===== src/sv/bb_pkg.sv =====
package bb_pkg;

    localparam int RING_DEPTH = 256;
    localparam int RING_AW    = $clog2(RING_DEPTH);
    localparam int LEN_W      = RING_AW + 1;
    localparam int PRICE_W    = 24;
    localparam int SUM_W      = 32;
    localparam int SQ_W       = 56;
    localparam int MULT_W     = 16;
    localparam int ROOT_W     = 40;
    localparam int RAD_W      = 2 * ROOT_W;
    localparam int DIV_NW     = 64;
    localparam int DIV_DW     = 48;
    localparam int DEV_W      = 42;
    localparam int BAND_W     = 41;
    localparam int CFG_IW     = 1;
    localparam int CFG_DW     = 16;

    localparam logic [LEN_W-1:0]  LEN_RESET  = LEN_W'(20);
    localparam logic [MULT_W-1:0] MULT_RESET = MULT_W'(512);

    localparam logic [CFG_IW-1:0] REG_WINDOW_LENGTH   = 1'b0;
    localparam logic [CFG_IW-1:0] REG_BAND_MULTIPLIER = 1'b1;

    typedef enum logic [3:0] {
        ST_IDLE,
        ST_UPDATE,
        ST_PRODUCT,
        ST_ROOT,
        ST_MEAN,
        ST_DEV,
        ST_BANDS,
        ST_WIDTH,
        ST_PCTB,
        ST_OUT
    } bb_state_t;

    typedef struct packed {
        logic              start;
        logic [DIV_NW-1:0] num;
        logic [DIV_DW-1:0] den;
    } div_req_t;

    typedef struct packed {
        logic              busy;
        logic              done;
        logic [DIV_NW-1:0] quo;
    } div_rsp_t;

    typedef struct packed {
        logic             start;
        logic [RAD_W-1:0] rad;
    } sqrt_req_t;

    typedef struct packed {
        logic              busy;
        logic              done;
        logic [ROOT_W-1:0] root;
    } sqrt_rsp_t;

endpackage


===== src/sv/bb_div.sv =====
module bb_div (
    input  logic             aclk,
    input  logic             aresetn,
    input  bb_pkg::div_req_t req,
    output bb_pkg::div_rsp_t rsp
);
    import bb_pkg::*;

    localparam int CNT_W = $clog2(DIV_NW + 1);

    logic              busy_reg;
    logic              done_reg;
    logic [CNT_W-1:0]  cnt_reg;
    logic [DIV_DW-1:0] rem_reg;
    logic [DIV_NW-1:0] acc_reg;
    logic [DIV_DW-1:0] den_reg;
    logic [DIV_DW:0]   rem_sh;
    logic              fits;

    assign rem_sh = {rem_reg, acc_reg[DIV_NW-1]};
    assign fits   = rem_sh >= {1'b0, den_reg};

    always_ff @(posedge aclk) begin
        if (!aresetn) begin
            busy_reg <= 1'b0;
            done_reg <= 1'b0;
            cnt_reg  <= '0;
        end else begin
            done_reg <= 1'b0;
            if (req.start) begin
                busy_reg <= 1'b1;
                cnt_reg  <= CNT_W'(DIV_NW);
            end else if (busy_reg) begin
                cnt_reg <= cnt_reg - 1'b1;
                if (cnt_reg == CNT_W'(1)) begin
                    busy_reg <= 1'b0;
                    done_reg <= 1'b1;
                end
            end
        end
    end

    always_ff @(posedge aclk) begin
        if (req.start) begin
            rem_reg <= '0;
            acc_reg <= req.num;
            den_reg <= req.den;
        end else if (busy_reg) begin
            rem_reg <= fits ? DIV_DW'(rem_sh - {1'b0, den_reg}) : rem_sh[DIV_DW-1:0];
            acc_reg <= {acc_reg[DIV_NW-2:0], fits};
        end
    end

    assign rsp.busy = busy_reg;
    assign rsp.done = done_reg;
    assign rsp.quo  = acc_reg;

endmodule


===== config.mk =====
export PLATFORM = sky130hd
export DESIGN_NAME = bb_div
export DESIGN_NICKNAME = d
export VERILOG_FILES = /design/src/sv/bb_pkg.sv /design/src/sv/bb_div.sv
export SDC_FILE = /design/constraint.sdc
export NUM_CORES = 1
export LEC_CHECK = 0
export BUFFER_PORTS_ARGS = -buffer_cell sky130_fd_sc_hd__buf_2
export CORE_MARGIN = 2
export CORE_UTILIZATION = 40
export CTS_CLUSTER_SIZE = 16
export DETAILED_ROUTE_END_ITERATION = 8
export PLACE_DENSITY = 0.62
export SLEW_MARGIN = 20
export SYNTH_ARGS = -nofsm -noshare
export SYNTH_HDL_FRONTEND = slang
export SYNTH_SLANG_ARGS = --single-unit

===== constraint.sdc =====
create_clock -name aclk -period 2.8 [get_ports aclk]
set_input_delay 0.14 -clock aclk [delete_from_list [all_inputs] [get_ports aclk]]
set_output_delay 0.14 -clock aclk [all_outputs]
set_load 0.02 [all_outputs]

### Yosys cells after proc, flatten, opt, wreduce, memory -nomap -nowiden

Index checks and enable logic that the tools add are counted.

* register bits: 169
* output and inout port bits: 66
* logic and storage cells: 25

* add/sub/neg operators: 2
* $lt $le $gt $ge: 1
* eq/ne operators: 1
* multiplexer cells: 9
* bitwise operators: 2
* reduce and logical (&&, ||, !) cells: 3

Operators by type and width (count)
* 2-to-1 mux 64 bit: 2
* greater-or-equal comparator 49 x 48 -> 1 bit: 1
* 2-to-1 mux 48 bit: 1
* subtractor 48 bit: 1
* 2-to-1 mux 7 bit: 2
* == test 7 x 1 -> 1 bit, second input constant: 1
* subtractor 7 x 1 -> 7 bit, second input constant: 1
* 2-to-1 mux 1 bit: 4
* OR reduction 3 bit: 1
* inverter 1 bit: 2
* nonzero test 2 bit: 1
* OR reduction 2 bit: 1

### Longest topological paths before layout

Gate-level depths: netlist of run 1.

* depth after elaboration: 4
* mapped depth: 15
* depth with buffers taken out: 13

### Worst setup path before layout of run 1

OpenSTA, ideal clock, no wires.

* path kind: register to register
* start: register acc_reg[63]
* end: register rem_reg[18]
* arrival time: 2747 ps
* data required time: 2714 ps
* slack: -33 ps
* cell stages (with the launch flop): 14
* buffers on the path: 0
* period minus slack after synthesis: 2833 ps
* path through: edfxtp_1 inv_1 ha_1 fa_1 nor2b_1 o21bai_1 a21oi_1 o211ai_1 a211oi_1 a311o_1 a21oi_1 xnor2_1 mux2i_1 a211oi_1

* longest elaborated chain between the ends: 2
* elaborated cells between the ends (all ways): 3
* those cells by class: add/sub: 1; order compare: 1; mux: 1

RTL lines
* start, declared: line bb_div.sv:15 `logic [DIV_NW-1:0] acc_reg;`
* start signal, assigned: line bb_div.sv:46 `acc_reg <= req.num;`
* start signal, assigned: line bb_div.sv:50 `acc_reg <= {acc_reg[DIV_NW-2:0], fits};`
* subtractor 48 bit / greater-or-equal comparator 49 x 48 -> 1 bit (equally long branches): line bb_div.sv:49, bb_div.sv:21
* 2-to-1 mux 48 bit (*): line bb_div.sv:49 `rem_reg <= fits ? DIV_DW'(rem_sh - {1'b0, den_reg}) : rem_sh[DIV_DW-1:0];`
* end signal, assigned: line bb_div.sv:49
* end, declared: line bb_div.sv:14 `logic [DIV_DW-1:0] rem_reg;`

Every way passes the cells marked *; elsewhere a longest branch is shown, timed or not.
A chain may end at the register's enable or synchronous reset.

### Worst setup path after layout of run 1

* start: register den_reg[6]
* end: register rem_reg[25]

* longest elaborated chain between the ends: 2
* elaborated cells between the ends (all ways): 3
* those cells by class: add/sub: 1; order compare: 1; mux: 1

RTL lines
* start, declared: line bb_div.sv:16 `logic [DIV_DW-1:0] den_reg;`
* start signal, assigned: line bb_div.sv:47 `den_reg <= req.den;`
* subtractor 48 bit / greater-or-equal comparator 49 x 48 -> 1 bit (equally long branches): line bb_div.sv:49, bb_div.sv:21
* 2-to-1 mux 48 bit (*): line bb_div.sv:49

Marks and branches as above.

==> results.ini, run 1 <==
[clock_network]
numCtsBuffers=17
clk_latency_ps=460
clock_sinks=169
cts.clk_slew.worst_paths_ps=80
cts_buffer_depth=2
cts_tree=built
cts_root_buf=clkbuf_16
htree_num_levels=4

[pwr]
clkPwrFrac=0.318
internal_power_mw=5.48
p_total_mw=8.20
switching_power_mw=2.72
switching_share=0.331
seq_power_share=0.372
p_leak_nw=6.15
vdd_ir_drop_max_mv=0.306
pwr_density_cell_mw_per_mm2=562
combPwrFrac=0.309

[logic_synthesis]
synthSimpleGateAreaFrac=0.111
async_flop_share=0
yosys_register_bits=169
yosys.area_share.xor_xnor=0.0396
syn-instance-count=920
syn_area_sq_mm=0.00950
synth-adder-area-share=0.0680
synth-edff-count=112
synth_area_leaders=edfxtp_1 (35%), dfxtp_1 (12%), mux2_2 (7.7%)
synth_fp_nets=1086
synth_most_common_cell=edfxtp_1
synth_common_cells=edfxtp_1 (112), nor2_1 (78), nand2_1 (71)
yosys_warnings=0
synth_compound_area_frac=0.164
synth_top_area_cell=edfxtp_1
synth_cell_types=75
synth_flop_cell=edfxtp_1
avgSynthCellArea_sq_um=10.3
synth_top_family_by_area=compound AO/OA/AOI/OAI gates
synth_top_area_frac=0.354
yosysSeqAreaShare=0.474
synth_mux_area_frac=0.0940

[routing]
drtIter0Drc=378
routed_wl_mm=26.4
via_per_inst=5.06
dr_total_vias=8518
drc=0
drt-wirelength-per-cell_um=15.7
dr.pass1.iters=5
ant_nets=0

[critical_path]
endpoint_kind=flop
critPathArrivalTime_ps=3280
worst-setup-path-type=reg -> reg
cp_max_fo=3
startpoint_type=flop
rrSetupSlack_ps=-120
worstPathRequired_ps=3160

[die]
die_h_um=158
row_count=56
die_w_um=158
core_sq_mm=0.0234
start_util=0.406
ios=181
design.die.area_sq_mm=0.0250

[timing]
slew_headroom=0.558
fin_setup_tns_ps=-924
layout_min_cycle_time_ps=2920
skew_ps=19.0
rsz0062_at_grt=true
setup_viol=20
fmax_ghz=0.342
setup_ws_ps=-123
drv_slew=0
tightest_slew_ps=663
hold_viol_final=0
finalCritPeriodShare=1.04
holdWs_ps=26.3

[finish]
n_antenna_cell=0
area_delta_synth_final_pct=53.6
layout.nets=1519
drive_gt1_frac=0.425
stdcell_area_sq_mm=0.0146
fill_cells=1891
largest_reg_flops=64

[global_routing]
antenna_found_initial=0
grt_util_all_layers=0.209
grt_pass1_wl_mm=41.8
grt_start_max_net_pins=65
grt.overflow.total=0
grt_pass1_vias=8709

[job]
max_cap_violations=0

[min_path]
hp-class=in -> reg

[placed_design]
port_buffers=180
post_dp_cell_area_sq_mm=0.0117
place_congestion=0.856
dpl.hpwl_mm=17.3

[outcome]
violations=setup timing
status=finished, violations left

cell usage in the layout (no fill, tap or decap), types with 10 or more instances in the layout:
cell type,Yosys,final
a211oi_1,22,15
a21o_1,10,10
a21oi_1,67,49
a21oi_2,2,17
buf_2,4,179
buf_4,7,144
buf_6,0,15
clkbuf_16,0,18
dfxtp_1,57,56
dlygate4sd3_1,0,111
edfxtp_1,112,112
ha_1,50,27
ha_4,0,21
inv_1,65,55
inv_2,1,10
mux2_2,65,65
mux2i_1,15,15
nand2_1,71,57
nand2_2,0,14
nand4_1,12,12
nor2_1,78,74
nor3_1,15,11
o211ai_1,23,23
o21a_1,12,12
o21ai_0,25,17
o21ai_1,22,24
xnor2_1,33,33
xor2_1,10,10
per-stage QoR:
stage | setup WS [ps] | instances | utilization
after floorplan | 4.32 | 920 | -
after global placement | -225 | 1512 | 0.500
after detailed placement | -233 | 1512 | 0.500
after CTS | -98.7 | 1667 | 0.594
after global routing | -260 | 1685 | 0.624
final | -123 | 1685 | 0.624
worst max-delay path, cell delays in order, from the launching register on:
cell and delay, ps:
edfxtp_1 380, inv_2 80, ha_4 200, a21o_1 160, or3_4 350, o2111ai_4 240
buf_6 150, a21oi_2 60, nor2_2 130, o21bai_2 90, a21oi_2 220, nor2_2 70
or4_4 420, a311oi_2 280
path summary, 6_finish.rpt:
kind	startpoint	end	cells past startpoint
worst max register to register	den_reg[6]	rem_reg[25]	13
worst max-delay path	den_reg[6]	rem_reg[25]	13
worst min-delay path	req[55]	acc_reg[7]	2
worst min register to register	cnt_reg[1]	cnt_reg[1]	2
power by group through the flow:
stage | combinational (mW) | clock [mW] | sequential (mW)
CTS | 2.29 | 2.66 | 3.04
detailed placement | 2.01 | 0 | 3.08
global placement | 2.00 | 0 | 3.08
global route | 2.75 | 2.74 | 3.08
finish | 2.54 | 2.61 | 3.05
floorplan | 1.11 | 0 | 3.20
timing repair:
action | CTS | global route
endpoints found under the hold margin | 111 | 1
gates cloned | 1 | 2
hold buffers | 110 | 1
endpoints found under the setup margin | 47 | 49
setup buffers | 14 | 17
gates resized for setup | 65 | 112
pin swaps | 34 | 54
cells by family after synthesis:
group / count (synthesis)
muxes: 81
adders and majority gates: 51
DFF: 169
and+or+nand+nor: 228
xor gates and xnor gates: 43
AOI/OAI and AO/OA: 234
buffers and inverters: 114
per-layer routing:
metal	track usage	wire length [um]
met1	0.255	11400
met2	0.372	13300
met3	0.0474	1340
met5	0	0
met4	0.0545	329
area by class of cell:
class / instances / area, sq um / share of cell area
Clock buffer: 17 / 425 / 0.0291
Clock inverter: 15 / 228 / 0.0156
Inverter: 66 / 260 / 0.0178
Multi-Input combinational cell: 637 / 5270 / 0.361
Sequential cell: 169 / 4510 / 0.309
Tap cell: 319 / 399 / 0.0273
Timing Repair Buffer: 461 / 3490 / 0.239
Timing Repair inverter: 1 / 16.3 / 0.00111
(Power assumes the default switching activity.)
==> inputs of run 2 (changes only) <==
--- a/config.mk
+++ b/config.mk
@@ -8,9 +8,10 @@
 export BUFFER_PORTS_ARGS = -buffer_cell sky130_fd_sc_hd__buf_2
 export CORE_MARGIN = 2
 export CORE_UTILIZATION = 40
+export CTS_BUF_LIST = sky130_fd_sc_hd__clkbuf_4 sky130_fd_sc_hd__clkbuf_8 sky130_fd_sc_hd__clkbuf_16
 export CTS_CLUSTER_SIZE = 16
 export DETAILED_ROUTE_END_ITERATION = 8
-export PLACE_DENSITY = 0.62
+export PLACE_DENSITY_LB_ADDON = 0.1
 export SLEW_MARGIN = 20
 export SYNTH_ARGS = -nofsm -noshare
 export SYNTH_HDL_FRONTEND = slang
==> results.ini, run 2 (same netlist as run 1, synthesis figures left out) <==
[die]
design.die.area_sq_mm=0.0250  ; unchanged
ios=181  ; unchanged
core_sq_mm=0.0234  ; unchanged
die_h_um=158  ; unchanged
row_count=56  ; unchanged
start_util=0.406  ; unchanged
die_w_um=158  ; unchanged

[critical_path]
worstPathRequired_ps=2990  ; -170 ps
critPathArrivalTime_ps=3210  ; -70 ps
cp_max_fo=7  ; +4
endpoint_kind=flop
startpoint_type=flop
worst-setup-path-type=reg -> reg

[timing]
drv_slew=0  ; unchanged
finalCritPeriodShare=1.08  ; +0.0365
layout_min_cycle_time_ps=3020  ; +102 ps
setup_viol=49  ; +150%
tightest_slew_ps=634  ; -28.7 ps
fin_setup_tns_ps=-5560  ; -4640 ps
hold_viol_final=0  ; unchanged
skew_ps=12.1  ; -6.98 ps
rsz0062_at_grt=true
slew_headroom=0.575  ; +0.0176
fmax_ghz=0.331  ; -3.4%
setup_ws_ps=-225  ; -102 ps

[finish]
fin_cells=1660  ; -1.5%
post-route-util=0.603  ; -0.0202
layout.nets=1494  ; -1.6%
largest_reg_flops=64  ; unchanged
layout_common_cells=buf_2 (179), buf_4 (137), edfxtp_1 (112), dlygate4sd3_1 (101), nor2_1 (76)
area_delta_synth_final_pct=48.7
drive_gt1_frac=0.401  ; -0.0241
n_antenna_cell=0  ; unchanged
layout_commonest_cell=buf_2

[clock_network]
clk_latency_ps=440  ; -20 ps
cts.clk_slew.worst_paths_ps=80  ; about the same
cts_buffer_depth=2  ; unchanged
htree_num_levels=4  ; unchanged
cts_tree=built
cts_root_buf=clkbuf_16
numCtsBuffers=17  ; unchanged
clock_sinks=169  ; unchanged

[routing]
drc=0  ; unchanged
dr_total_vias=8232  ; -3.4%
via_per_inst=4.96  ; -1.9%
routed_wl_mm=25.6  ; -3.1%
drt-wirelength-per-cell_um=15.4  ; -1.6%
drtIter0Drc=332  ; -12%
ant_nets=0  ; unchanged
dr.pass1.iters=4  ; -1

[placed_design]
dpl.hpwl_mm=17.3  ; +0.22%
placedCellCount=1507  ; -0.33%
place_ws_ps=-174  ; +58.6 ps
place_congestion=0.816  ; -4.7%
port_buffers=180  ; unchanged

[pwr]
pwr_density_cell_mw_per_mm2=558  ; -0.74%
p_leak_nw=5.96  ; -3.1%
vdd_ir_drop_max_mv=0.404  ; +32%
p_total_mw=7.87  ; -4.0%

[global_routing]
grt_start_max_net_pins=72  ; +11%
antenna_found_initial=0  ; unchanged
grt_pass1_vias=8515  ; -2.2%
grt_pass1_wl_mm=41.4  ; -0.83%
grt_util_all_layers=0.208  ; -0.000992
grt.overflow.total=0  ; unchanged

[min_path]
hp-class=in -> reg

[outcome]
violations=setup timing
status=finished, violations left

[job]
max_cap_violations=0  ; unchanged

-- run 2: changes by cell type in the layout (fill, tap and decap cells not counted), moves of 4 or more --
cell / before / now
a21oi_1: 49 / 58
a21oi_2: 17 / 10
buf_4: 144 / 137
dlygate4sd3_1: 111 / 101
inv_12: 7 / 1
nand2_1: 57 / 61
nand2_2: 14 / 8
o21ai_0: 17 / 21
o21ai_2: 5 / 0
-- run 2: power by group --
| part | internal (mW) | switching (mW) |
|---|---|---|
| Combinational | 1.22 | 1.21 |
| Clock | 1.21 | 1.18 |
| Sequential | 2.92 | 0.134 |
| Total | 5.35 | 2.53 |
-- run 2: critical path: stages (launching register included) --
cell and delay [ps]:
edfxtp_1 400, inv_2 80, ha_4 190, nor2b_4 130, o31a_4 350, o2111ai_4 260, a211o_4 200, a21oi_4 60
o31ai_4 530, inv_4 150, buf_4 180, mux2_2 250
-- run 2: per-stage QoR --
stage	area [sq um]	hold WS [ps]
after floorplan	9510	239
after global placement	11700	316
after detailed placement	11700	318
after CTS	13800	0.104
after global routing	14100	5.06
final	14100	14.3
-- run 2: path summary, 6_finish.rpt --
| kind | start | to | slack (ps) | depth (start not counted) |
|---|---|---|---|---|
| worst min-delay path | req[57] | acc_reg[9] | 10 | 2 |
| worst max register to register | den_reg[1] | acc_reg[0] | -220 | 11 |
| worst min register to register | cnt_reg[1] | cnt_reg[1] | 500 | 2 |
| worst max-delay path | den_reg[1] | acc_reg[0] | -220 | 11 |
-- run 2: final cells by class --
| type | instances | area (sq um) |
|---|---|---|
| fill | 2010 | 9280 |
| multi-input combinational | 637 | 5130 |
| sequential | 169 | 4510 |
| timing repair buffer | 437 | 3240 |
| clock buffer | 17 | 425 |
| tap | 319 | 399 |
| inverter | 66 | 250 |
| clock inverter | 15 | 170 |
-- run 2: routing by layer --
layer,track usage,routed length (um),vias up
met4,0.0536,405,0
met5,0,0,-
met2,0.360,12400,190
li1,-,-,4178
met1,0.264,11700,3834
met3,0.0454,1040,30
-- run 2: repair_timing --
action	in CTS	in global routing
hold buffers	101	0
gates cloned	1	2
hold endpoints to repair	102	0
gates resized for setup	70	57
pin swaps	41	31
setup endpoints to repair	49	49
buffers inserted	13	6
