## config.mk

```make
export PLATFORM = sky130hd
export DESIGN_NAME = bb_sqrt
export DESIGN_NICKNAME = d
export VERILOG_FILES = /design/src/sv/bb_pkg.sv /design/src/sv/bb_sqrt.sv
export SDC_FILE = /design/constraint.sdc
export NUM_CORES = 1
export LEC_CHECK = 0
export BUFFER_PORTS_ARGS = -buffer_cell sky130_fd_sc_hd__buf_4
export CAP_MARGIN = 0
export CORE_MARGIN = 10
export CORE_UTILIZATION = 61
export CTS_CLUSTER_DIAMETER = 50
export DETAILED_ROUTE_END_ITERATION = 8
export MAX_ROUTING_LAYER = met4
export PLACE_DENSITY = 0.93
export REMOVE_ABC_BUFFERS = 1
export SLEW_MARGIN = 15
export SYNTH_ARGS = -nofsm -noshare
export SYNTH_HDL_FRONTEND = slang
export SYNTH_SLANG_ARGS = --single-unit
```

## constraint.sdc

```tcl
create_clock -name aclk -period 8.5 [get_ports aclk]
set_input_delay 0 -clock aclk [delete_from_list [all_inputs] [get_ports aclk]]
set_output_delay 0 -clock aclk [all_outputs]
set_load 0.1 [all_outputs]
```

## src/sv/bb_pkg.sv

```systemverilog
package bb_pkg;

    localparam int RING_DEPTH = 256;
    localparam int RING_AW    = $clog2(RING_DEPTH);
    localparam int LEN_W      = RING_AW + 1;
    localparam int PRICE_W    = 24;
    localparam int SUM_W      = 32;
    localparam int SQ_W       = 56;
    localparam int MULT_W     = 16;
    localparam int ROOT_W     = 40;
    localparam int RAD_W      = 2 * ROOT_W;
    localparam int DIV_NW     = 64;
    localparam int DIV_DW     = 48;
    localparam int DEV_W      = 42;
    localparam int BAND_W     = 41;
    localparam int CFG_IW     = 1;
    localparam int CFG_DW     = 16;

    localparam logic [LEN_W-1:0]  LEN_RESET  = LEN_W'(20);
    localparam logic [MULT_W-1:0] MULT_RESET = MULT_W'(512);

    localparam logic [CFG_IW-1:0] REG_WINDOW_LENGTH   = 1'b0;
    localparam logic [CFG_IW-1:0] REG_BAND_MULTIPLIER = 1'b1;

    typedef enum logic [3:0] {
        ST_IDLE,
        ST_UPDATE,
        ST_PRODUCT,
        ST_ROOT,
        ST_MEAN,
        ST_DEV,
        ST_BANDS,
        ST_WIDTH,
        ST_PCTB,
        ST_OUT
    } bb_state_t;

    typedef struct packed {
        logic              start;
        logic [DIV_NW-1:0] num;
        logic [DIV_DW-1:0] den;
    } div_req_t;

    typedef struct packed {
        logic              busy;
        logic              done;
        logic [DIV_NW-1:0] quo;
    } div_rsp_t;

    typedef struct packed {
        logic             start;
        logic [RAD_W-1:0] rad;
    } sqrt_req_t;

    typedef struct packed {
        logic              busy;
        logic              done;
        logic [ROOT_W-1:0] root;
    } sqrt_rsp_t;

endpackage

```

## src/sv/bb_sqrt.sv

```systemverilog
module bb_sqrt (
    input  logic              aclk,
    input  logic              aresetn,
    input  bb_pkg::sqrt_req_t req,
    output bb_pkg::sqrt_rsp_t rsp
);
    import bb_pkg::*;

    localparam int CNT_W = $clog2(ROOT_W + 1);
    localparam int REM_W = ROOT_W + 2;

    logic              busy_reg;
    logic              done_reg;
    logic [CNT_W-1:0]  cnt_reg;
    logic [RAD_W-1:0]  rad_reg;
    logic [REM_W-1:0]  rem_reg;
    logic [ROOT_W-1:0] root_reg;
    logic [REM_W+1:0]  rem_sh;
    logic [REM_W+1:0]  trial;
    logic              fits;

    assign rem_sh = {rem_reg, rad_reg[RAD_W-1 -: 2]};
    assign trial  = (REM_W+2)'({root_reg, 2'b01});
    assign fits   = rem_sh >= trial;

    always_ff @(posedge aclk) begin
        if (!aresetn) begin
            busy_reg <= 1'b0;
            done_reg <= 1'b0;
            cnt_reg  <= '0;
        end else begin
            done_reg <= 1'b0;
            if (req.start) begin
                busy_reg <= 1'b1;
                cnt_reg  <= CNT_W'(ROOT_W);
            end else if (busy_reg) begin
                cnt_reg <= cnt_reg - 1'b1;
                if (cnt_reg == CNT_W'(1)) begin
                    busy_reg <= 1'b0;
                    done_reg <= 1'b1;
                end
            end
        end
    end

    always_ff @(posedge aclk) begin
        if (req.start) begin
            rad_reg  <= req.rad;
            rem_reg  <= '0;
            root_reg <= '0;
        end else if (busy_reg) begin
            rad_reg  <= {rad_reg[RAD_W-3:0], 2'b00};
            rem_reg  <= fits ? REM_W'(rem_sh - trial) : rem_sh[REM_W-1:0];
            root_reg <= {root_reg[ROOT_W-2:0], fits};
        end
    end

    assign rsp.busy = busy_reg;
    assign rsp.done = done_reg;
    assign rsp.root = root_reg;

endmodule

```

== Word level (Yosys, flattened, before mapping) ==
Cells that the tools add are included.
Storage, ports and cells
  register bits after elaboration: 170
  bits in latches: 0
  memory bits (writable): 0
  ROM bits: 0
  output and inout port bits: 42
  memories: 0
Operators by class
  add/sub/neg operators: 2
  multipliers: 0
  div/mod/pow operators: 0
  order comparisons: 1
  eq/ne operators: 1
  shifts and indexed selects: 0
  multiplexer cells: 9
  bitwise operators: 2
  reductions and logical operators: 3
Operators with widths (number)
  2-to-1 mux 80 bit: 2
  >= comparator 44 x 42 -> 1 bit: 1
  2-to-1 mux 42 bit: 1
  subtractor 42 bit: 1
  2-to-1 mux 6 bit: 2
  == test 6 x 1 -> 1 bit, second input constant: 1
  subtractor 6 x 1 -> 6 bit, second input constant: 1
  2-to-1 mux 1 bit: 4
  OR reduction 3 bit: 1
  inverter 1 bit: 2
  nonzero test 2 bit: 1
  OR reduction 2 bit: 1

== Depth between registers and ports, before layout ==
Gate-level depths: netlist of the first run.
  depth in word-level cells: 4
  depth in mapped cells: 13
  mapped depth without buffers: 11

== Least setup slack after synthesis of the first run ==
OpenSTA, ideal clock, no wires.
  kind: register -> register
  from: register root_reg[2]
  to: register rem_reg[33]
  library setup time: 137 ps
  arrival time: 3142 ps
  data required time: 8363 ps
  path slack: 5220 ps
  stages on the path, launching flop included: 12
  period minus slack after synthesis: 3280 ps
  cells stage by stage: dfxtp_1 > inv_1 > ha_1 > a21oi_1 > o211a_1 > o31a_2 > a31oi_2 > a211o_1 > a221oi_2 > a21oi_1 > nor3b_1 > o221ai_1
On the way
  word-level cells in the longest chain between the ends: 2
  elaborated cells on any way between the ends: 3
  those cells by class: 1 x add/sub; 1 x order compare; 1 x mux
Ends and longest elaborated chain
  start, declared: line bb_sqrt.sv:17  | logic [ROOT_W-1:0] root_reg;
  start signal, assigned: line bb_sqrt.sv:54  | root_reg <= {root_reg[ROOT_W-2:0], fits};
  subtractor 42 bit / >= comparator 44 x 42 -> 1 bit (equally long branches): line bb_sqrt.sv:53, bb_sqrt.sv:24
  2-to-1 mux 42 bit *: line bb_sqrt.sv:53  | rem_reg <= fits ? REM_W'(rem_sh - trial) : rem_sh[REM_W-1:0];
  end signal, assigned: line bb_sqrt.sv:53
  end, declared: line bb_sqrt.sv:16  | logic [REM_W-1:0] rem_reg;
Mark *: on every way between the ends. The rest lies on a longest branch, timed or not.
A chain may end at the register's enable or synchronous reset.

== Final worst setup path of the first run ==
  from: register root_reg[13]
  to: register rem_reg[38]
The elaborated chain is that of the path after synthesis.

==> impl_metrics.ini, run 1 <==
[synthesis]
yosys_register_bits = 170
synth_top_cell_by_area = edfxtp_1
syn_inst = 966
ys_seq_area_share_pct = 43.7
synth.distinct_cells = 75
synthesis.area_mm2 = 0.00962
synth_flop_cell = dfxtp_1
synth_top_area_share_pct = 25.0
netlist_top_cells_area = edfxtp_1 (25%), dfxtp_1 (19%), mux2_2 (9.1%), ha_1 (5.7%), mux2i_1 (4.9%)
yosysWarnings = 0
synth_enable_flop_cells = 80
async_reset_ff_share_pct = 0
syn_area_per_cell_um2 = 9.96

[setup_path]
regToRegSetupSlack_ps = 4910
reg2reg_from = root_reg[13]$_SDFFE_PP0P_
cp.required_ps = 8870
start_kind = register
cp_max_fo = 37
reg2reg_to = rem_reg[38]$_SDFFE_PP0P_
crit_chain = inv_1, ha_1, a2111oi_2, o21ai_1, a22oi_2, o211a_4, a21oi_4, o21ai_4, nand2_1, a311oi_2, o21a_1
cp-end-kind = register
slowest_delay_ps = 830
crit_arrival_ps = 3960
slowest_stage = o21ai_4
ff2ff_path_depth = 11
critPathKind = register to register

[timing]
fmax_mhz = 279
rsz0062_at_grt = false
min_period_over_period_pct = 42.2
worst_pin_slew_ps = 1050
setup_viol = 0
clock_skew_ps = 17.7
whs_ps = 112
worst_slack_ps = 4910
post-route-min-period_ps = 3590
relSlewSlack_pct = 29.5
final_hold_viol_count = 0
final-max-slew-violation-count = 0
tns_ps = 0

[place]
numPortBuffers = 124
dp_hpwl_um = 15900
pre_cts_slack_ps = 5150
gp_congestion = 0.986

[floorplan]
start_util_pct = 62.8
row_count = 45
ioPinCount = 125
die_height_um = 146
die_x_um = 146
design.core.area_mm2 = 0.0153
fp.dieArea_mm2 = 0.0212

[drt]
drtPass1Iterations = 5
post_drt_via_cell_ratio = 5.89
drt_iter0_drc = 650
ant_nets = 0
wl_um = 26200
vias = 8052
drc = 0
post_drt_wl_per_cell_um = 19.2

[cells_and_area]
drive_gt1_share_pct = 23.6
nNetsFinal = 1267
layout-area-overhead-vs-synth_pct = 24.7
largest_reg_flops = 80
n_fill_cell = 962
final_cell_mix = buf_4 (127), nor2_1 (104), dfxtp_1 (89)
final_common_cell = buf_4

[power_and_ir_drop]
p_per_area_mw_per_mm2 = 308
ir_worst_vdd_v = 0.000204
leakage_nw = 4.84
total_power_mw = 3.70

[cts]
cts_buffer_depth = 2
clk_latency_ps = 440
cts.sinks = 170
post_cts_buffers = 0
cts_resized = 0
htree_levels = 4
tritoncts = yes
cts-root-buf = clkbuf_16
cts_inserted_buffers = 17
path_clk_slew_ps = 60

[worst_hold_path]
hold_path_end = root_reg[25]$_SDFFE_PP0P_
min_path_type = input port to register
min_from = req[80]
worst_hold_path.num_cells = 2

[global_route]
grt_pass1_vias = 7971
antenna_found_initial = 2
grt_pass1_wl_um = 42300
grt_max_degree = 97
overflow = 0
grt_use_total_pct = 24.7

[run_status]
status = complete, no violations

[job]
cap_violations = 0
-- where the power goes --
group	total, mW	internal [mW]	switching, mW
logic	1.89	0.737	1.15
registers	1.05	0.970	0.0757
clock network	0.763	0.412	0.351
-- final cells by class --
type                            count  area (µm²)  area share [%]
Multi-Input combinational cell    681        4950            41.3
Sequential cell                   170        4210            35.1
Timing Repair Buffer              209        1780            14.8
Clock buffer                       19         433            3.61
Tap cell                          211         264            2.20
Inverter                           61         229            1.91
Clock inverter                     13         130            1.08
Antenna cell                        2        5.00          0.0417
-- per-stage QoR --
stage / std cells / util (%) / area [µm²]
floorplan: 912 / - / 9380
global placement: 1251 / 69.3 / 10600
detailed placement: 1251 / 69.3 / 10600
CTS: 1364 / 78.3 / 12000
global route: 1366 / 78.3 / 12000
finish: 1366 / 78.3 / 12000
-- worst max path at each step --
stage | startpoint | end | slack, ps | cells past startpoint
2_1_floorplan | busy_reg$_SDFF_PN0_ | rad_reg[0]$_SDFFCE_PN0P_ | 2810 | 2
5_1_grt | root_reg[13]$_SDFFE_PP0P_ | rem_reg[38]$_SDFFE_PP0P_ | 4790 | 11
4_1_cts | root_reg[13]$_SDFFE_PP0P_ | rem_reg[38]$_SDFFE_PP0P_ | 4950 | 11
3_5_place_dp | root_reg[13]$_SDFFE_PP0P_ | rem_reg[38]$_SDFFE_PP0P_ | 5150 | 11
3_3_place_gp | root_reg[13]$_SDFFE_PP0P_ | rem_reg[38]$_SDFFE_PP0P_ | 5270 | 11
6_report | root_reg[13]$_SDFFE_PP0P_ | rem_reg[38]$_SDFFE_PP0P_ | 4910 | 11
-- synth_stat cells (all sizes together), types with 12 or more instances --
cell type / n
nor2: 104
dfxtp: 90
nand2: 90
edfxtp: 80
mux2: 80
a21oi: 71
inv: 61
mux2i: 47
ha: 44
clkbuf: 39
o21ai: 29
xnor2: 28
a311oi: 20
a211oi: 16
buf: 15
nand4: 13
a21o: 12
-- critical path, delay by kind of cell (launching register included) --
kind	cells	cell delay, ps
AO/OA/AOI/OAI	8	2460
AND/OR/NAND/NOR	1	240
adder cells (fa/ha/maj)	1	400
flip-flops	1	370
buffers and inverters	1	60
-- metal layers --
| layer | vias to the layer above | track usage (%) | share of wire (%) |
|---|---|---|---|
| li1 | 3819 | - | - |
| met3 | 39 | 5.12 | 6.1 |
| met4 | 0 | 6.37 | 1.4 |
| met2 | 331 | 40.5 | 50 |
| met5 | - | - | 0 |
| met1 | 3863 | 30.6 | 43 |
-- logic make-up after synthesis --
group / count (synthesis) / synth area share (%)
buffers and inverters: 115 / 4.86
XOR/XNOR: 39 / 3.55
flip-flops: 170 / 43.7
AO/OA/AOI/OAI: 202 / 15.2
adder cells (fa/ha/maj): 44 / 5.72
AND/OR/NAND/NOR: 269 / 12.7
multiplexers: 127 / 14.3
-- timing repair --
action                     in CTS  in global routing
hold endpoints to repair       88                  0
hold buffers                   81                  0
setup endpoints to repair       0                  0
(Power assumes the default switching activity.)
==> run 2, diff against run 1 <==
--- a/config.mk
+++ b/config.mk
@@ -8,11 +8,11 @@
 export BUFFER_PORTS_ARGS = -buffer_cell sky130_fd_sc_hd__buf_4
 export CAP_MARGIN = 0
 export CORE_MARGIN = 10
-export CORE_UTILIZATION = 61
+export CORE_UTILIZATION = 59
 export CTS_CLUSTER_DIAMETER = 50
 export DETAILED_ROUTE_END_ITERATION = 8
 export MAX_ROUTING_LAYER = met4
-export PLACE_DENSITY = 0.93
+export PLACE_DENSITY = 0.9
 export REMOVE_ABC_BUFFERS = 1
 export SLEW_MARGIN = 15
 export SYNTH_ARGS = -nofsm -noshare
==> constraint.sdc (replaced) <==
create_clock -name aclk -period 3.6 [get_ports aclk]
set_input_delay 0 -clock aclk [delete_from_list [all_inputs] [get_ports aclk]]
set_output_delay 0 -clock aclk [all_outputs]
set_load 0.1 [all_outputs]
==> impl_metrics.ini, run 2 (same netlist as run 1, synthesis figures left out) <==
[setup_path]
start_kind = register
cp-end-kind = register
cp_num_cells = 11
cp_max_fo = 14
critPathTopFamily = compound AO/OA/AOI/OAI gates
crit_arrival_ps = 3550
critPathBufInv = 2
crit_top_cell = nand2_1
slowest_delay_ps = 440
regToRegSetupSlack_ps = 360
critPathKind = register to register
crit_chain = inv_1, ha_1, nand2_1, nand3b_1, a2111oi_0, or2_2, nand3_2, o21ai_4, buf_4, nand2_1, a311oi_1
slowest_stage = dfxtp_1
startpoint = root_reg[36]$_SDFFE_PP0P_
cp.required_ps = 3910
ff2ff_path_depth = 11
reg2reg_from = root_reg[36]$_SDFFE_PP0P_

[cells_and_area]
final_cell_mix = buf_4 (130), nor2_1 (104), dfxtp_1 (89)
drive_gt1_share_pct = 23.9
fin_cells = 1374
fin_area_mm2 = 0.0121
largest_reg_flops = 80
nNetsFinal = 1271
final_common_cell = buf_4
layout-area-overhead-vs-synth_pct = 25.4
fin_util_pct = 75.7

[floorplan]
design.core.area_mm2 = 0.0159
start_util_pct = 60.4
die_x_um = 148
ioPinCount = 125
fp.dieArea_mm2 = 0.0218
row_count = 46
die_height_um = 148

[power_and_ir_drop]
ir_worst_vdd_v = 0.000471
clockPowerShare_pct = 21.3
total_power_mw = 8.95
p_per_area_mw_per_mm2 = 741
sequentialPowerShare_pct = 27.7
p_comb_share_pct = 51.0
leakage_nw = 4.88
p_sw_mw = 3.78
switching_share_pct = 42.2
internal_power_mw = 5.17

[cts]
path_clk_slew_ps = 70
post_cts_buffers = 0
cts.sinks = 170
cts_buffer_depth = 2
cts-root-buf = clkbuf_16
htree_levels = 4
cts_inserted_buffers = 17
clk_latency_ps = 450
tritoncts = yes

[timing]
tns_ps = 0
post-route-min-period_ps = 3240
min_period_over_period_pct = 90.1
setup_viol = 0
final_hold_viol_count = 0
clock_skew_ps = 14.9
relSlewSlack_pct = 45.4
worst_pin_slew_ps = 819
whs_ps = 36.3
rsz0062_at_grt = false
final-max-slew-violation-count = 0
worst_slack_ps = 357
fmax_mhz = 308

[worst_hold_path]
min_path_type = input port to register
worst_hold_path.num_cells = 2
min_from = req[80]

[place]
numPortBuffers = 124
dp_hpwl_um = 16300
placed_cell_area_mm2 = 0.0107
dp.cells = 1260
pre_cts_slack_ps = 599
gp_congestion = 0.952

[global_route]
grt_pass1_vias = 8347
grt_pass1_wl_um = 45200
grt_max_degree = 73
antenna_found_initial = 1
overflow = 0
grt_use_total_pct = 26.6

[drt]
post_drt_wl_per_cell_um = 20.7
drc = 0
drt_iter0_drc = 772
wl_um = 28500
vias = 8219
ant_nets = 0
drtPass1Iterations = 6
post_drt_via_cell_ratio = 5.98

[run_status]
status = complete, no violations

[job]
cap_violations = 0
## run 2: changes by cell type in the layout (fill, tap and decap cells not counted)
cell	delta
buf_12	+1
buf_4	+3
bufinv_16	+1
clkbuf_4	+1
clkbuf_8	+1
clkinv_1	-1
clkinv_4	+1
clkinvlp_4	-1
diode_2	-1
inv_4	+1
inv_6	-3
## run 2: routing by layer
layer	global-route usage (%)	up-vias	share of wire (%)
li1	-	3819	-
met5	-	-	0
met4	9.91	0	3.4
met1	29.9	3931	39
met3	7.33	77	7.8
met2	44.4	392	49
## run 2: power groups by stage
stage	Sequential (mW)	Combinational [mW]	Clock, mW
3_5_place_dp	2.48	4.30	0
3_3_place_gp	2.47	4.25	0
4_1_cts	2.45	4.43	1.88
2_1_floorplan	2.50	3.23	0
5_1_grt	2.49	4.96	1.98
6_report	2.48	4.56	1.91
## run 2: timing repair
action | CTS | global route
setup endpoints to repair | 0 | 0
resized for setup | 0 | 0
hold buffers | 81 | 0
endpoints found under the hold margin | 88 | 0
## run 2: path summary, 6_finish.rpt
kind / to
worst max-delay path: rem_reg[0]$_SDFFE_PP0P_
worst min-delay path: rem_reg[1]$_SDFFE_PP0P_
worst max register to register: rem_reg[0]$_SDFFE_PP0P_
worst min register to register: rem_reg[6]$_SDFFE_PP0P_
## run 2: cell type report
cell class                      instances  area, µm²
Multi-Input combinational cell        681       4950
Sequential cell                       170       4210
Fill cell                             944       3870
Timing Repair Buffer                  213       1820
Clock buffer                           21        454
Tap cell                              216        270
Inverter                               61        229
Clock inverter                         11        138
Antenna cell                            1       2.50
==> run 3, diff against run 2 <==
--- a/config.mk
+++ b/config.mk
@@ -11,6 +11,7 @@
 export CORE_UTILIZATION = 59
 export CTS_CLUSTER_DIAMETER = 50
 export DETAILED_ROUTE_END_ITERATION = 8
+export GPL_TIMING_DRIVEN = 0
 export MAX_ROUTING_LAYER = met4
 export PLACE_DENSITY = 0.9
 export REMOVE_ABC_BUFFERS = 1
==> impl_metrics.ini, run 3 (same netlist as run 1, synthesis figures left out) <==
[cells_and_area]
n_fill_cell = 967
fin_cells = 1373
multi_input_area_mm2 = 0.00496
final_cell_mix = buf_4 (123), nor2_1 (104), dfxtp_1 (89)
drive_gt1_share_pct = 23.7
fin_util_pct = 76.1
layout-area-overhead-vs-synth_pct = 26.1
final_common_cell = buf_4
largest_reg_flops = 80
nNetsFinal = 1268
regArea_mm2 = 0.00421

[floorplan]
die_x_um = 148
row_count = 46
fp.dieArea_mm2 = 0.0218
design.core.area_mm2 = 0.0159
die_height_um = 148
start_util_pct = 60.4
ioPinCount = 125

[cts]
cts_inserted_buffers = 17
cts-root-buf = clkbuf_16
path_clk_slew_ps = 70
cts.sinks = 170
htree_levels = 4
tritoncts = yes
post_cts_buffers = 0
cts_buffer_depth = 2
clk_latency_ps = 460

[setup_path]
cp-end-kind = register
critPathTopFamily = compound AO/OA/AOI/OAI gates
critPathBufInv = 1
crit_top_cell = nand2_1
regToRegSetupSlack_ps = 260
crit_chain = inv_1, ha_1, nand2_1, nand3b_1, a2111oi_0, or2_2, nand3_2, o21ai_4, nand2_1, a311oi_2, o21a_1
critPathKind = register to register
crit_arrival_ps = 3730
cp_max_fo = 19
start_kind = register
slowest_delay_ps = 660
cp.required_ps = 3980
slowest_stage = o21ai_4

[timing]
final-max-slew-violation-count = 0
whs_ps = 341
min_period_over_period_pct = 92.8
worst_pin_slew_ps = 960
fmax_mhz = 299
final_hold_viol_count = 0
rsz0062_at_grt = false
setup_viol = 0
clock_skew_ps = 13.4
relSlewSlack_pct = 36.0
post-route-min-period_ps = 3340

[place]
numPortBuffers = 124
gp_congestion = 0.938
dp.cells = 1255
dp_hpwl_um = 15300

[drt]
ant_nets = 0
drtPass1Iterations = 6
wl_um = 29100
drt_iter0_drc = 780
vias = 8273
post_drt_via_cell_ratio = 6.03
drc = 0
post_drt_wl_per_cell_um = 21.2

[worst_hold_path]
min_path_type = input port to register

[global_route]
antenna_found_initial = 3
grt_max_degree = 121
use_met2_pct = 44.1
overflow = 0
use_met3_pct = 7.48
grt_use_total_pct = 27.0
grt_pass1_vias = 8292
grt_busiest_layer = met2
met1_usage_pct = 30.4
grt_pass1_wl_um = 45600

[power_and_ir_drop]
leakage_nw = 4.90
p_per_area_mw_per_mm2 = 746
ir_worst_vdd_v = 0.000663

[job]
cap_violations = 0

[run_status]
status = complete, no violations
## run 3: path summary, 6_finish.rpt
| check | startpoint | end | depth (start not counted) |
|---|---|---|---|
| worst max register to register | root_reg[36]$_SDFFE_PP0P_ | rem_reg[38]$_SDFFE_PP0P_ | 11 |
| worst min register to register | rem_reg[12]$_SDFFE_PP0P_ | rem_reg[14]$_SDFFE_PP0P_ | 2 |
| worst min-delay path | aresetn | cnt_reg[3]$_SDFFE_PN0P_ | 3 |
| worst max-delay path | root_reg[36]$_SDFFE_PP0P_ | rem_reg[38]$_SDFFE_PP0P_ | 11 |
## run 3: worst reg2reg max path, stage by stage (launching register included)
cell       delay, ps
dfxtp_1          390
inv_1             80
ha_1             390
nand2_1          220
nand3b_1         120
a2111oi_0        400
or2_2            200
nand3_2          140
o21ai_4          660
nand2_1          140
a311oi_2         320
o21a_1           210
## run 3: area by class of cell
type	count	area share [%]
antenna	3	0.0619
tap	216	2.23
sequential	170	34.7
multi-input combinational	682	40.9
clock buffer	19	3.57
clock inverter	13	1.50
timing repair buffer	209	15.2
inverter	61	1.91
## run 3: metal layers
layer | share of wire (%) | vias up
met5 | 0 | -
met4 | 3.6 | 0
met3 | 8.3 | 80
met2 | 49 | 468
met1 | 39 | 3909
li1 | - | 3816
## run 3: where the power goes
part | internal (mW) | switching [mW]
Sequential | 2.29 | 0.197
Clock | 1.12 | 0.903
Combinational | 1.76 | 2.79
Total | 5.17 | 3.89
## run 3: repair_timing
item,in CTS,in global routing
endpoints found under the setup margin,0,5
endpoints found under the hold margin,122,0
hold buffers,82,0
gates resized for setup,0,0
## run 3: per-stage QoR
step,power (mW),setup WS (ps),area [µm²],TNS [ps]
5_1_grt,9.54,97.2,12100,0
4_1_cts,8.73,167,12100,0
2_1_floorplan,5.74,-2090,9380,-220000
3_3_place_gp,6.60,-2970,10600,-329860
3_5_place_dp,6.65,237,10700,0
6_report,9.05,259,12100,0
